**config.mk**
```make
export PLATFORM = sky130hd
export DESIGN_NAME = stereo_timestamp_pairing_flat
export DESIGN_NICKNAME = d
export VERILOG_FILES = /design/src/tsp_pkg.sv /design/src/tsp_if.sv /design/src/tsp_store.sv /design/src/tsp_seq.sv /design/src/tsp_stats.sv /design/src/stereo_timestamp_pairing.sv /design/src/flat_wrapper.sv
export SDC_FILE = /design/constraint.sdc
export NUM_CORES = 2
export LEC_CHECK = 0
export BUFFER_PORTS_ARGS = -buffer_cell sky130_fd_sc_hd__buf_4
export CORE_MARGIN = 2
export CORE_UTILIZATION = 50
export DETAILED_ROUTE_END_ITERATION = 10
export HOLD_SLACK_MARGIN = 0.06
export PLACE_DENSITY = 0.66
export REMOVE_ABC_BUFFERS = 1
export SLEW_MARGIN = 40
export SYNTH_ARGS = -nofsm -noshare
export SYNTH_HDL_FRONTEND = slang
export SYNTH_SLANG_ARGS = --single-unit
```
**constraint.sdc**
```tcl
create_clock -name i_clk -period 10.3 [get_ports i_clk]
set_input_delay 1.545 -clock i_clk [delete_from_list [all_inputs] [get_ports i_clk]]
set_output_delay 1.545 -clock i_clk [all_outputs]
set_load 0.005 [all_outputs]
```
**src/tsp_pkg.sv**
```systemverilog
package tsp_pkg;

    localparam int DEPTH  = 16;
    localparam int IDX_W  = $clog2(DEPTH);
    localparam int FILL_W = $clog2(DEPTH + 1);
    localparam int ADDR_W = IDX_W + 1;
    localparam int TS_W   = 63;
    localparam int WIN_W  = 30;
    localparam int SKEW_W = 31;
    localparam int CNT_W  = 32;
    localparam int SUM_W  = 64;

    typedef logic [IDX_W-1:0]  t_idx;
    typedef logic [FILL_W-1:0] t_fill;
    typedef logic [ADDR_W-1:0] t_addr;
    typedef logic [TS_W-1:0]   t_ts;
    typedef logic [WIN_W-1:0]  t_win;

    localparam t_win WINDOW_RESET = 30'd8333333;

    localparam logic SIDE_LEFT  = 1'b0;
    localparam logic SIDE_RIGHT = 1'b1;

    typedef enum logic [2:0] {
        S_IDLE,
        S_SEARCH,
        S_DECIDE,
        S_PURGE_OPP,
        S_PURGE_OWN,
        S_SHIFT,
        S_APPEND,
        S_RESULT
    } t_state;

    // one store write
    typedef struct packed {
        logic  we;
        t_addr addr;
        t_ts   data;
    } t_mem_wr;

    // finished request handed to the statistics / output stage
    typedef struct packed {
        logic                     vld;
        logic                     paired;
        logic signed [SKEW_W-1:0] skew;
    } t_evt;

endpackage

```
**src/tsp_if.sv**
```systemverilog
interface tsp_req_if;
    logic               valid;
    logic               ready;
    logic               side;
    logic [tsp_pkg::TS_W-1:0] timestamp;

    modport source (output valid, side, timestamp, input ready);
    modport sink   (input valid, side, timestamp, output ready);
endinterface

interface tsp_rsp_if;
    logic                              valid;
    logic                              ready;
    logic                              paired;
    logic signed [tsp_pkg::SKEW_W-1:0] skew;
    logic [tsp_pkg::CNT_W-1:0]         pair_total;
    logic signed [tsp_pkg::SUM_W-1:0]  skew_sum;

    modport source (output valid, paired, skew, pair_total, skew_sum, input ready);
    modport sink   (input valid, paired, skew, pair_total, skew_sum, output ready);
endinterface

```
**src/tsp_store.sv**
```systemverilog
// Both pending stores in one RAM: address = {side, entry}.
module tsp_store (
    input  logic             i_clk,
    input  tsp_pkg::t_mem_wr i_wr,
    input  tsp_pkg::t_addr   i_raddr,
    output tsp_pkg::t_ts     o_rdata
);

    tsp_pkg::t_ts r_mem [2**tsp_pkg::ADDR_W];
    tsp_pkg::t_ts r_rdata;

    always_ff @(posedge i_clk) begin
        if (i_wr.we) begin
            r_mem[i_wr.addr] <= i_wr.data;
        end
        r_rdata <= r_mem[i_raddr];
    end

    assign o_rdata = r_rdata;

endmodule

```
**src/tsp_seq.sv**
```systemverilog
// Sequencer: nearest search, compaction passes and append over the store RAM.
module tsp_seq (
    input  logic             i_clk,
    input  logic             i_rst_n,
    input  tsp_pkg::t_win    i_window,
    tsp_req_if.sink          i_req,
    output tsp_pkg::t_mem_wr o_wr,
    output tsp_pkg::t_addr   o_raddr,
    input  tsp_pkg::t_ts     i_mem_rdata,
    output tsp_pkg::t_evt    o_evt,
    input  logic             i_evt_ready
);

    tsp_pkg::t_state r_state, n_state;

    logic          r_side;
    tsp_pkg::t_ts  r_ts;
    tsp_pkg::t_fill r_fill_l, r_fill_r;
    tsp_pkg::t_fill r_ridx, r_widx;

    // read pipe: p1 = RAM data valid, p2 = distance registered
    logic          r_p1_vld;
    tsp_pkg::t_idx r_p1_idx;
    logic          r_p2_vld;
    tsp_pkg::t_idx r_p2_idx;
    tsp_pkg::t_ts  r_p2_dist;
    logic          r_p2_ge;
    tsp_pkg::t_ts  r_p2_val;

    logic          r_best_any;
    tsp_pkg::t_idx r_best_idx;
    tsp_pkg::t_ts  r_best_d;
    logic          r_best_ge;
    tsp_pkg::t_ts  r_best_val;

    logic                              r_paired;
    logic signed [tsp_pkg::SKEW_W-1:0] r_skew;
    tsp_pkg::t_ts                      r_cutoff;

    logic           w_scan;
    logic           w_scan_side;
    tsp_pkg::t_fill w_limit;
    tsp_pkg::t_fill w_own_fill;
    logic           w_issue;
    logic           w_scan_done;
    logic           w_keep;
    logic           w_match;
    logic           w_fire;
    logic [tsp_pkg::TS_W:0] w_dab, w_dba;
    logic           w_ge;
    tsp_pkg::t_ts   w_dist;
    logic [tsp_pkg::SKEW_W-1:0] w_d_lo;

    assign w_fire     = i_req.valid && i_req.ready;
    assign w_own_fill = r_side ? r_fill_r : r_fill_l;

    always_comb begin
        unique case (r_state)
            tsp_pkg::S_SEARCH, tsp_pkg::S_PURGE_OPP: w_scan_side = ~r_side;
            default:                                 w_scan_side = r_side;
        endcase
    end

    assign w_scan = (r_state == tsp_pkg::S_SEARCH) || (r_state == tsp_pkg::S_PURGE_OPP) ||
                    (r_state == tsp_pkg::S_PURGE_OWN) || (r_state == tsp_pkg::S_SHIFT);
    assign w_limit     = w_scan_side ? r_fill_r : r_fill_l;
    assign w_issue     = w_scan && (r_ridx < w_limit);
    assign w_scan_done = w_scan && (r_ridx == w_limit) && !r_p1_vld && !r_p2_vld;
    assign o_raddr     = {w_scan_side, r_ridx[tsp_pkg::IDX_W-1:0]};

    // distance to the incoming timestamp
    assign w_dab  = {1'b0, i_mem_rdata} - {1'b0, r_ts};
    assign w_dba  = {1'b0, r_ts} - {1'b0, i_mem_rdata};
    assign w_ge   = ~w_dab[tsp_pkg::TS_W];
    assign w_dist = w_ge ? w_dab[tsp_pkg::TS_W-1:0] : w_dba[tsp_pkg::TS_W-1:0];

    assign w_match = r_best_any &&
                     (r_best_d <= {{(tsp_pkg::TS_W - tsp_pkg::WIN_W){1'b0}}, i_window});
    assign w_d_lo  = r_best_d[tsp_pkg::SKEW_W-1:0];

    always_comb begin
        unique case (r_state)
            tsp_pkg::S_PURGE_OPP: w_keep = (r_p1_idx != r_best_idx) &&
                                           (i_mem_rdata >= r_cutoff);
            tsp_pkg::S_PURGE_OWN: w_keep = (i_mem_rdata >= r_cutoff);
            tsp_pkg::S_SHIFT:     w_keep = (r_p1_idx != '0);
            default:              w_keep = 1'b0;
        endcase
    end

    always_comb begin
        n_state     = r_state;
        i_req.ready = 1'b0;
        o_evt.vld   = 1'b0;
        o_evt.paired = r_paired;
        o_evt.skew  = r_skew;
        o_wr.we     = r_p1_vld && w_keep;
        o_wr.addr   = {w_scan_side, r_widx[tsp_pkg::IDX_W-1:0]};
        o_wr.data   = i_mem_rdata;
        unique case (r_state)
            tsp_pkg::S_IDLE: begin
                i_req.ready = 1'b1;
                if (i_req.valid) begin
                    n_state = tsp_pkg::S_SEARCH;
                end
            end
            tsp_pkg::S_SEARCH: begin
                if (w_scan_done) begin
                    n_state = tsp_pkg::S_DECIDE;
                end
            end
            tsp_pkg::S_DECIDE: begin
                if (w_match) begin
                    n_state = tsp_pkg::S_PURGE_OPP;
                end else if (w_own_fill == tsp_pkg::t_fill'(tsp_pkg::DEPTH)) begin
                    n_state = tsp_pkg::S_SHIFT;
                end else begin
                    n_state = tsp_pkg::S_APPEND;
                end
            end
            tsp_pkg::S_PURGE_OPP: begin
                if (w_scan_done) begin
                    n_state = tsp_pkg::S_PURGE_OWN;
                end
            end
            tsp_pkg::S_PURGE_OWN: begin
                if (w_scan_done) begin
                    n_state = tsp_pkg::S_RESULT;
                end
            end
            tsp_pkg::S_SHIFT: begin
                if (w_scan_done) begin
                    n_state = tsp_pkg::S_APPEND;
                end
            end
            tsp_pkg::S_APPEND: begin
                o_wr.we   = 1'b1;
                o_wr.addr = {r_side, w_own_fill[tsp_pkg::IDX_W-1:0]};
                o_wr.data = r_ts;
                n_state   = tsp_pkg::S_RESULT;
            end
            tsp_pkg::S_RESULT: begin
                o_evt.vld = 1'b1;
                if (i_evt_ready) begin
                    n_state = tsp_pkg::S_IDLE;
                end
            end
            default: n_state = tsp_pkg::S_IDLE;
        endcase
    end

    always_ff @(posedge i_clk) begin
        if (!i_rst_n) begin
            r_state <= tsp_pkg::S_IDLE;
        end else begin
            r_state <= n_state;
        end
    end

    // payload registers
    always_ff @(posedge i_clk) begin
        if (w_fire) begin
            r_side <= i_req.side;
            r_ts   <= i_req.timestamp;
        end
        r_p1_idx  <= r_ridx[tsp_pkg::IDX_W-1:0];
        r_p2_idx  <= r_p1_idx;
        r_p2_dist <= w_dist;
        r_p2_ge   <= w_ge;
        r_p2_val  <= i_mem_rdata;
        if (r_p2_vld && (!r_best_any || (r_p2_dist < r_best_d))) begin
            r_best_idx <= r_p2_idx;
            r_best_d   <= r_p2_dist;
            r_best_ge  <= r_p2_ge;
            r_best_val <= r_p2_val;
        end
        if (r_state == tsp_pkg::S_DECIDE) begin
            r_cutoff <= r_best_ge ? r_ts : r_best_val;
            if (!w_match) begin
                r_skew <= '0;
            end else if (r_best_ge ^ r_side) begin
                r_skew <= w_d_lo;
            end else begin
                r_skew <= -w_d_lo;
            end
        end
    end

    // control registers
    always_ff @(posedge i_clk) begin
        if (!i_rst_n) begin
            r_fill_l   <= '0;
            r_fill_r   <= '0;
            r_ridx     <= '0;
            r_widx     <= '0;
            r_p1_vld   <= 1'b0;
            r_p2_vld   <= 1'b0;
            r_best_any <= 1'b0;
            r_paired   <= 1'b0;
        end else begin
            r_p1_vld <= w_issue;
            r_p2_vld <= r_p1_vld && (r_state == tsp_pkg::S_SEARCH);
            if (w_issue) begin
                r_ridx <= r_ridx + tsp_pkg::t_fill'(1);
            end
            if (o_wr.we && (r_state != tsp_pkg::S_APPEND)) begin
                r_widx <= r_widx + tsp_pkg::t_fill'(1);
            end
            if (r_p2_vld) begin
                r_best_any <= 1'b1;
            end
            if (w_fire) begin
                r_ridx     <= '0;
                r_widx     <= '0;
                r_best_any <= 1'b0;
            end
            if (r_state == tsp_pkg::S_DECIDE) begin
                r_paired <= w_match;
                r_ridx   <= '0;
                r_widx   <= '0;
            end
            if (w_scan_done) begin
                r_ridx <= '0;
                r_widx <= '0;
                if (w_scan_side) begin
                    if (r_state != tsp_pkg::S_SEARCH) r_fill_r <= r_widx;
                end else begin
                    if (r_state != tsp_pkg::S_SEARCH) r_fill_l <= r_widx;
                end
            end
            if (r_state == tsp_pkg::S_APPEND) begin
                if (r_side) begin
                    r_fill_r <= r_fill_r + tsp_pkg::t_fill'(1);
                end else begin
                    r_fill_l <= r_fill_l + tsp_pkg::t_fill'(1);
                end
            end
        end
    end

    a_fill_bound: assert property (@(posedge i_clk) disable iff (!i_rst_n)
        (r_fill_l <= tsp_pkg::t_fill'(tsp_pkg::DEPTH)) &&
        (r_fill_r <= tsp_pkg::t_fill'(tsp_pkg::DEPTH)))
        else $error("pending store fill above depth");

    a_write_behind_read: assert property (@(posedge i_clk) disable iff (!i_rst_n)
        (o_wr.we && (r_state != tsp_pkg::S_APPEND)) |-> (r_widx <= tsp_pkg::t_fill'(r_p1_idx)))
        else $error("compaction write ahead of read");

    a_append_room: assert property (@(posedge i_clk) disable iff (!i_rst_n)
        (r_state == tsp_pkg::S_APPEND) |-> (w_own_fill < tsp_pkg::t_fill'(tsp_pkg::DEPTH)))
        else $error("append into full store");

endmodule

```
**src/tsp_stats.sv**
```systemverilog
// Saturating pair count / skew sum and the output register.
module tsp_stats (
    input  logic          i_clk,
    input  logic          i_rst_n,
    input  tsp_pkg::t_evt i_evt,
    output logic          o_evt_ready,
    tsp_rsp_if.source     o_rsp
);

    logic                              r_vld;
    logic                              r_paired;
    logic signed [tsp_pkg::SKEW_W-1:0] r_skew;
    logic [tsp_pkg::CNT_W-1:0]         r_pair_count;
    logic [tsp_pkg::SUM_W-1:0]         r_skew_total;

    logic                      w_push;
    logic [tsp_pkg::SUM_W-1:0] w_skew_ext;
    logic [tsp_pkg::SUM_W-1:0] w_sum;
    logic                      w_ovf;
    logic [tsp_pkg::SUM_W-1:0] n_skew_total;
    logic [tsp_pkg::CNT_W-1:0] n_pair_count;

    assign o_evt_ready = !r_vld || o_rsp.ready;
    assign w_push      = i_evt.vld && o_evt_ready;

    assign w_skew_ext = {{(tsp_pkg::SUM_W - tsp_pkg::SKEW_W){i_evt.skew[tsp_pkg::SKEW_W-1]}},
                         i_evt.skew};
    assign w_sum = r_skew_total + w_skew_ext;
    assign w_ovf = (r_skew_total[tsp_pkg::SUM_W-1] == w_skew_ext[tsp_pkg::SUM_W-1]) &&
                   (w_sum[tsp_pkg::SUM_W-1] != r_skew_total[tsp_pkg::SUM_W-1]);

    always_comb begin
        if (!w_ovf) begin
            n_skew_total = w_sum;
        end else if (w_skew_ext[tsp_pkg::SUM_W-1]) begin
            n_skew_total = {1'b1, {(tsp_pkg::SUM_W-1){1'b0}}};
        end else begin
            n_skew_total = {1'b0, {(tsp_pkg::SUM_W-1){1'b1}}};
        end
        if (i_evt.paired && (r_pair_count != '1)) begin
            n_pair_count = r_pair_count + tsp_pkg::CNT_W'(1);
        end else begin
            n_pair_count = r_pair_count;
        end
    end

    always_ff @(posedge i_clk) begin
        if (w_push) begin
            r_paired <= i_evt.paired;
            r_skew   <= i_evt.skew;
        end
    end

    always_ff @(posedge i_clk) begin
        if (!i_rst_n) begin
            r_vld        <= 1'b0;
            r_pair_count <= '0;
            r_skew_total <= '0;
        end else begin
            if (w_push) begin
                r_vld        <= 1'b1;
                r_pair_count <= n_pair_count;
                r_skew_total <= n_skew_total;
            end else if (o_rsp.ready) begin
                r_vld <= 1'b0;
            end
        end
    end

    assign o_rsp.valid      = r_vld;
    assign o_rsp.paired     = r_paired;
    assign o_rsp.skew       = r_skew;
    assign o_rsp.pair_total = r_pair_count;
    assign o_rsp.skew_sum   = r_skew_total;

    a_skew_zero_unpaired: assert property (@(posedge i_clk) disable iff (!i_rst_n)
        (o_rsp.valid && !o_rsp.paired) |-> (o_rsp.skew == '0))
        else $error("nonzero skew on unpaired result");

    a_count_after_pair: assert property (@(posedge i_clk) disable iff (!i_rst_n)
        (w_push && i_evt.paired) |=> (r_pair_count != '0))
        else $error("pair count zero after a pair");

endmodule

```
**src/stereo_timestamp_pairing.sv**
```systemverilog
// Stereo timestamp pairing: matches each frame timestamp with the nearest
// pending timestamp of the other camera.
// Channels: i_req (side, timestamp) in, o_rsp (paired, skew, pair_total,
// skew_sum) out, both valid/ready; a request moves when valid and ready are
// high at a rising edge. i_cfg_we/i_cfg_wdata write match_window; write it
// only while no request is in flight.
// One request at a time. Its work is a set of passes over the store RAM
// (one entry per cycle). A pairing request is accepted, searches the
// opposite store, decides, purges the opposite store and then the own
// store and gives its result; a non-pairing one is accepted, searches,
// decides, shifts out the oldest own entry when the own store is full,
// appends and gives its result. The result reaches o_rsp through the
// output register. i_req.ready is high only while idle.
// Reset (synchronous, active low) empties both stores by clearing their
// fill counts, zeroes pair count and skew sum and reloads the window.
// The result sits in an output register; while the receiver stalls, the
// next request is still taken and worked on, and it waits at the end
// until the register frees up.
module stereo_timestamp_pairing (
    input  logic          i_clk,
    input  logic          i_rst_n,
    input  logic          i_cfg_we,
    input  tsp_pkg::t_win i_cfg_wdata,
    tsp_req_if.sink       i_req,
    tsp_rsp_if.source     o_rsp
);

    tsp_pkg::t_win    r_match_window;
    tsp_pkg::t_mem_wr w_wr;
    tsp_pkg::t_addr   w_raddr;
    tsp_pkg::t_ts     w_rdata;
    tsp_pkg::t_evt    w_evt;
    logic             w_evt_ready;

    // window register
    always_ff @(posedge i_clk) begin
        if (!i_rst_n) begin
            r_match_window <= tsp_pkg::WINDOW_RESET;
        end else if (i_cfg_we) begin
            r_match_window <= i_cfg_wdata;
        end
    end

    // left and right pending stores, oldest entry first
    tsp_store u_store (
        .i_clk   (i_clk),
        .i_wr    (w_wr),
        .i_raddr (w_raddr),
        .o_rdata (w_rdata)
    );

    // search, purge/evict passes, append
    tsp_seq u_seq (
        .i_clk       (i_clk),
        .i_rst_n     (i_rst_n),
        .i_window    (r_match_window),
        .i_req       (i_req),
        .o_wr        (w_wr),
        .o_raddr     (w_raddr),
        .i_mem_rdata (w_rdata),
        .o_evt       (w_evt),
        .i_evt_ready (w_evt_ready)
    );

    // running totals and output register
    tsp_stats u_stats (
        .i_clk       (i_clk),
        .i_rst_n     (i_rst_n),
        .i_evt       (w_evt),
        .o_evt_ready (w_evt_ready),
        .o_rsp       (o_rsp)
    );

endmodule

```
**src/flat_wrapper.sv**
```systemverilog
// flat-port wrapper written by rule: the top's interface ports become plain ports
module stereo_timestamp_pairing_flat 
  (i_clk, i_rst_n, i_cfg_we, i_cfg_wdata, i_req_valid, i_req_side, i_req_timestamp, i_req_ready, o_rsp_valid, o_rsp_paired, o_rsp_skew, o_rsp_pair_total, o_rsp_skew_sum, o_rsp_ready);
  tsp_req_if i_req_i ();
  tsp_rsp_if o_rsp_i ();
  input  logic i_clk;
  input  logic i_rst_n;
  input  logic i_cfg_we;
  input  tsp_pkg::t_win i_cfg_wdata;
  input wire logic [$bits(i_req_i.valid)-1:0] i_req_valid;
  input wire logic [$bits(i_req_i.side)-1:0] i_req_side;
  input wire logic [$bits(i_req_i.timestamp)-1:0] i_req_timestamp;
  output wire logic [$bits(i_req_i.ready)-1:0] i_req_ready;
  output wire logic [$bits(o_rsp_i.valid)-1:0] o_rsp_valid;
  output wire logic [$bits(o_rsp_i.paired)-1:0] o_rsp_paired;
  output wire logic [$bits(o_rsp_i.skew)-1:0] o_rsp_skew;
  output wire logic [$bits(o_rsp_i.pair_total)-1:0] o_rsp_pair_total;
  output wire logic [$bits(o_rsp_i.skew_sum)-1:0] o_rsp_skew_sum;
  input wire logic [$bits(o_rsp_i.ready)-1:0] o_rsp_ready;
  assign i_req_i.valid = i_req_valid;
  assign i_req_i.side = i_req_side;
  assign i_req_i.timestamp = i_req_timestamp;
  assign i_req_ready = i_req_i.ready;
  assign o_rsp_valid = o_rsp_i.valid;
  assign o_rsp_paired = o_rsp_i.paired;
  assign o_rsp_skew = o_rsp_i.skew;
  assign o_rsp_pair_total = o_rsp_i.pair_total;
  assign o_rsp_skew_sum = o_rsp_i.skew_sum;
  assign o_rsp_i.ready = o_rsp_ready;
  stereo_timestamp_pairing u_core (.i_clk(i_clk), .i_rst_n(i_rst_n), .i_cfg_we(i_cfg_we), .i_cfg_wdata(i_cfg_wdata), .i_req(i_req_i), .o_rsp(o_rsp_i));
endmodule
```
==> results.cfg <==
[power]
p_leak_nw = 44.29
ir_worst_vdd_mv = 0.2039
power_density_nw_per_um2 = 254.2

[synth]
post_synth.cell_area_avg_um2 = 16.33
synth-seq-area-share_pct = 67.91
synthDominantAreaCellType = edfxtp_1
postSynthRegisterBits = 2689
cells_after_synth = 6962
ys_top_cells_by_area = edfxtp_1, mux4_2, dfxtp_1, ha_1, a21oi_1
netlist_area_um2 = 113700
area_fraction_of_the_dominant_cell_type_after_synthesis_pct = 61.71
synth_enable_flop_cells = 2337
postSynth.asyncResetShare_pct = 0
yosys.cell_types.count = 99
synth_flop_cell = edfxtp_1
ys_warn_count = 0

[critical_path]
r2r_setup_slack_ns = 4.15
timing.critical_path.to = u_core.u_stats.o_rsp.skew_sum[30]$_SDFFE_PN0P_
crit_required_ns = 11.15
rr_endpoint = u_core.u_stats.o_rsp.skew_sum[30]$_SDFFE_PN0P_
worstSetupStartpointType = register
timing.critical_path.from = u_core.u_seq.r_skew[30]$_SDFFCE_PP0P_
worst_r2r_path_depth = 19
worstSetupEndpointType = register
regToRegStartpoint = u_core.u_seq.r_skew[30]$_SDFFCE_PP0P_
critical_path_class = reg2reg
path_max_fanout = 37
critical_path_arrival_ns = 7.00

[floorplan]
ioPinCount = 229
floorplan.die.height_um = 480.9
floorplan.core_area_um2 = 226800
initial_utilization_pct = 50.13
chipWidth_um = 480.9
fp-row-count = 175
die_area_um2 = 231300

[global_route]
globalRouteMet3Util_pct = 6.462
first_pass_grt_wire_length_um = 443900
grtUsageMet2_pct = 41.20
use_met1_pct = 37.34
globalRouteOverflowTotal = 0
antenna_found_initial = 13
pin_count_of_the_biggest_net_entering_global_routing = 131
grtUsageTotal_pct = 26.32
grt_busiest_layer = met2
first_global_vias = 64430

[clocking]
clock-sinks = 2689
ctsResizeCount = 0
ctsHtreeMaxLevel = 5
tritoncts = done
cts.root.buffer_cell = clkbuf_16
cts_buffer_count = 296
clock_insertion_delay_worst_skew_ns = 0.95
post-cts-setup-buffer-count = 0
ctsHoldBuffers = 0
worst_setup_hold_path_clk_slew_ns = 0.06
max-clock-path-buffers = 4

[sta]
total_count_of_max_transition_violations_in_the_final_report = 0
fmaxAchievable_mhz = 162.5
rsz0062_at_grt = no
setup_viol = 0
period_share_pct = 59.73
hold_viol_final = 0
maxSlewHeadroom_pct = 26.99
fin_tns_setup_ns = 0
finClkSkew_ns = 0.07607
final.min_clock_period_ns = 6.153
max_slew.worst_pin.slew_ns = 1.095

[placed_design]
detailed_place.area_um2 = 120100
routabilityCongestion = 0.9510
detailedPlacementHpwl_um = 194000
io_buffer_count = 228

[run_status]
outcome = complete, no violations

[cells_and_area]
design.final.nets = 7794
proportion_of_layout_cells_with_a_drive_suffix_above_1_pct = 21.75
layout_overhead_on_the_synthesized_area_pct = 13.89
regArea_um2 = 77240
area_used_by_multi_input_combinational_logic_um2 = 34320
layout.cell_area.non_filler_um2 = 129500
n_fill_cell = 17300

[routing]
route.antenna.remaining_nets = 0
vias_after_detailed_routing = 64730
drt_pass1_iterations = 7
count_of_unresolved_drc_violations_after_routing = 0
drt-total-wl_um = 306000
drt_iter0_markers = 7313
route.detailed.wl_per_inst_um = 28.97
viasPerCell = 6.128

[job]
cap_viol_max_count = 0

[worst_hold_path]
min-delay-path-class = reg2reg
timing.hold.worst_path_depth = 0
==> logic make-up after synthesis <==
family          synth area share (%)
xor+xnor                       1.402
flops                          67.91
simple gates                   4.724
compound gates                 6.144
fa+ha+maj                      3.965
buf+inv                        2.357
mux                            13.50
==> layer usage <==
layer | share of wire, % | vias up | wire length [µm]
met1 | 42 | 33540 | 127000
met3 | 9.5 | 422 | 29080
met5 | 0.015 | - | 47
met4 | 2.1 | 6 | 6561
met2 | 47 | 2813 | 143300
li1 | - | 27950 | -
==> synth_stat cells, drive strengths merged, types with 61 or more instances <==
cell type and number:
edfxtp 2337, ha 354, nand2 488, xor2 71, xnor2 111, mux2 66
nor2 313, nand4 92, buf 101, clkbuf 230, o21bai 61, a21o 114
mux4 630, dfxtp 352, o21ai 334, inv 344, a21oi 379
==> stage by stage <==
step | util [%] | power [W] | std cells | hold WS, ns | worst slack [ns]
final | 57.09 | 0.03292 | 10560 | 0.3728 | 4.147
after global placement | 52.65 | 0.02255 | 10020 | 0.3621 | 4.305
after detailed placement | 52.92 | 0.02276 | 10040 | 0.3638 | 4.191
after CTS | 57.01 | 0.03293 | 10550 | 0.3679 | 4.139
after global routing | 57.09 | 0.03426 | 10560 | 0.3779 | 3.644
after floorplan | - | 0.01963 | 6631 | 0.3552 | -11.92
==> registers in the layout, summed over array words and instances, names as in the netlist, 4 cells and up <==
register	cells
u_core.u_seq.r_skew	31
u_core.u_seq.r_p1_idx	4
u_core.u_stats.o_rsp.pair_total	32
u_core.u_stats.o_rsp.skew	31
u_core.u_store.r_mem	2016
u_core.u_seq.r_cutoff	63
u_core.u_seq.r_best_val	63
u_core.u_seq.r_p2_dist	63
u_core.u_seq.r_fill_r	5
u_core.u_seq.r_ts	63
u_core.u_seq.r_best_idx	4
u_core.u_seq.r_p2_val	63
u_core.u_seq.r_fill_l	5
u_core.u_seq.r_ridx	5
u_core.u_store.o_rdata	63
u_core.u_seq.r_p2_idx	4
u_core.r_match_window	30
u_core.u_seq.r_widx	5
u_core.u_stats.o_rsp.skew_sum	64
u_core.u_seq.r_best_d	63
==> worst max-delay path, stage by stage (launching register included) <==
cell	delay [ns]
edfxtp_1	0.37
buf_4	0.30
ha_1	0.49
nand4_1	0.15
or3_1	0.43
a211oi_1	0.42
o21ai_1	0.22
a211o_1	0.34
o21ai_2	0.26
a211o_1	0.22
nand4_1	0.10
nand2_1	0.10
a21oi_1	0.08
fa_1	0.45
or3_1	0.36
nand2_1	0.10
nand2_1	0.45
nand2_1	0.82
o21ai_0	0.21
a21oi_1	0.17
==> area by class of cell <==
type	count	share of cell area (%)
Tap cell	3009	2.907
Timing Repair Buffer	408	2.794
Clock buffer	368	6.096
Inverter	344	1.003
Clock inverter	144	1.057
Sequential cell	2689	59.64
Antenna cell	3	0.005796
Multi-Input combinational cell	3598	26.50
==> how the worst min path moves through the flow <==
stage                                             to                                from
3_5_place_dp        u_core.u_seq.r_p2_val[0]$_DFF_P_   u_core.u_store.o_rdata[0]$_DFF_P_
3_3_place_gp        u_core.u_seq.r_p2_val[0]$_DFF_P_   u_core.u_store.o_rdata[0]$_DFF_P_
2_1_floorplan       u_core.u_seq.r_p2_val[0]$_DFF_P_   u_core.u_store.o_rdata[0]$_DFF_P_
4_1_cts        u_core.u_seq.r_best_val[10]$_DFFE_PP_   u_core.u_seq.r_p2_val[10]$_DFF_P_
5_1_grt        u_core.u_seq.r_best_val[10]$_DFFE_PP_   u_core.u_seq.r_p2_val[10]$_DFF_P_
6_report           u_core.u_seq.r_p2_val[48]$_DFF_P_  u_core.u_store.o_rdata[48]$_DFF_P_
==> cell usage in the layout, fill, tap and decap left out, types with 28 or more instances in the layout <==
master and instances:
edfxtp_1 2337, a211oi_1 29, mux2i_1 42, mux4_2 630, xor2_1 69, o21ai_0 254
clkinv_1 46, mux2_2 66, inv_1 340, xnor2_1 110, a21o_1 114, nor2_4 28
dfxtp_1 348, clkbuf_1 57, a21oi_1 373, nand2b_1 30, o211ai_1 33, nand3_1 58
nand4_1 92, clkinv_2 45, nor2_1 285, clkbuf_16 302, nor4_1 28, o21bai_1 61
nor2b_1 30, buf_4 349, o21ai_1 50, nor3_1 39, ha_1 354, nand2_1 486
==> where the power goes <==
part | switching (W) | internal, W
clock network | 0.00417 | 0.00603
registers | 0.000546 | 0.0140
logic | 0.00573 | 0.00240
total | 0.0105 | 0.0225
Power figures use the tool's default switching activity.
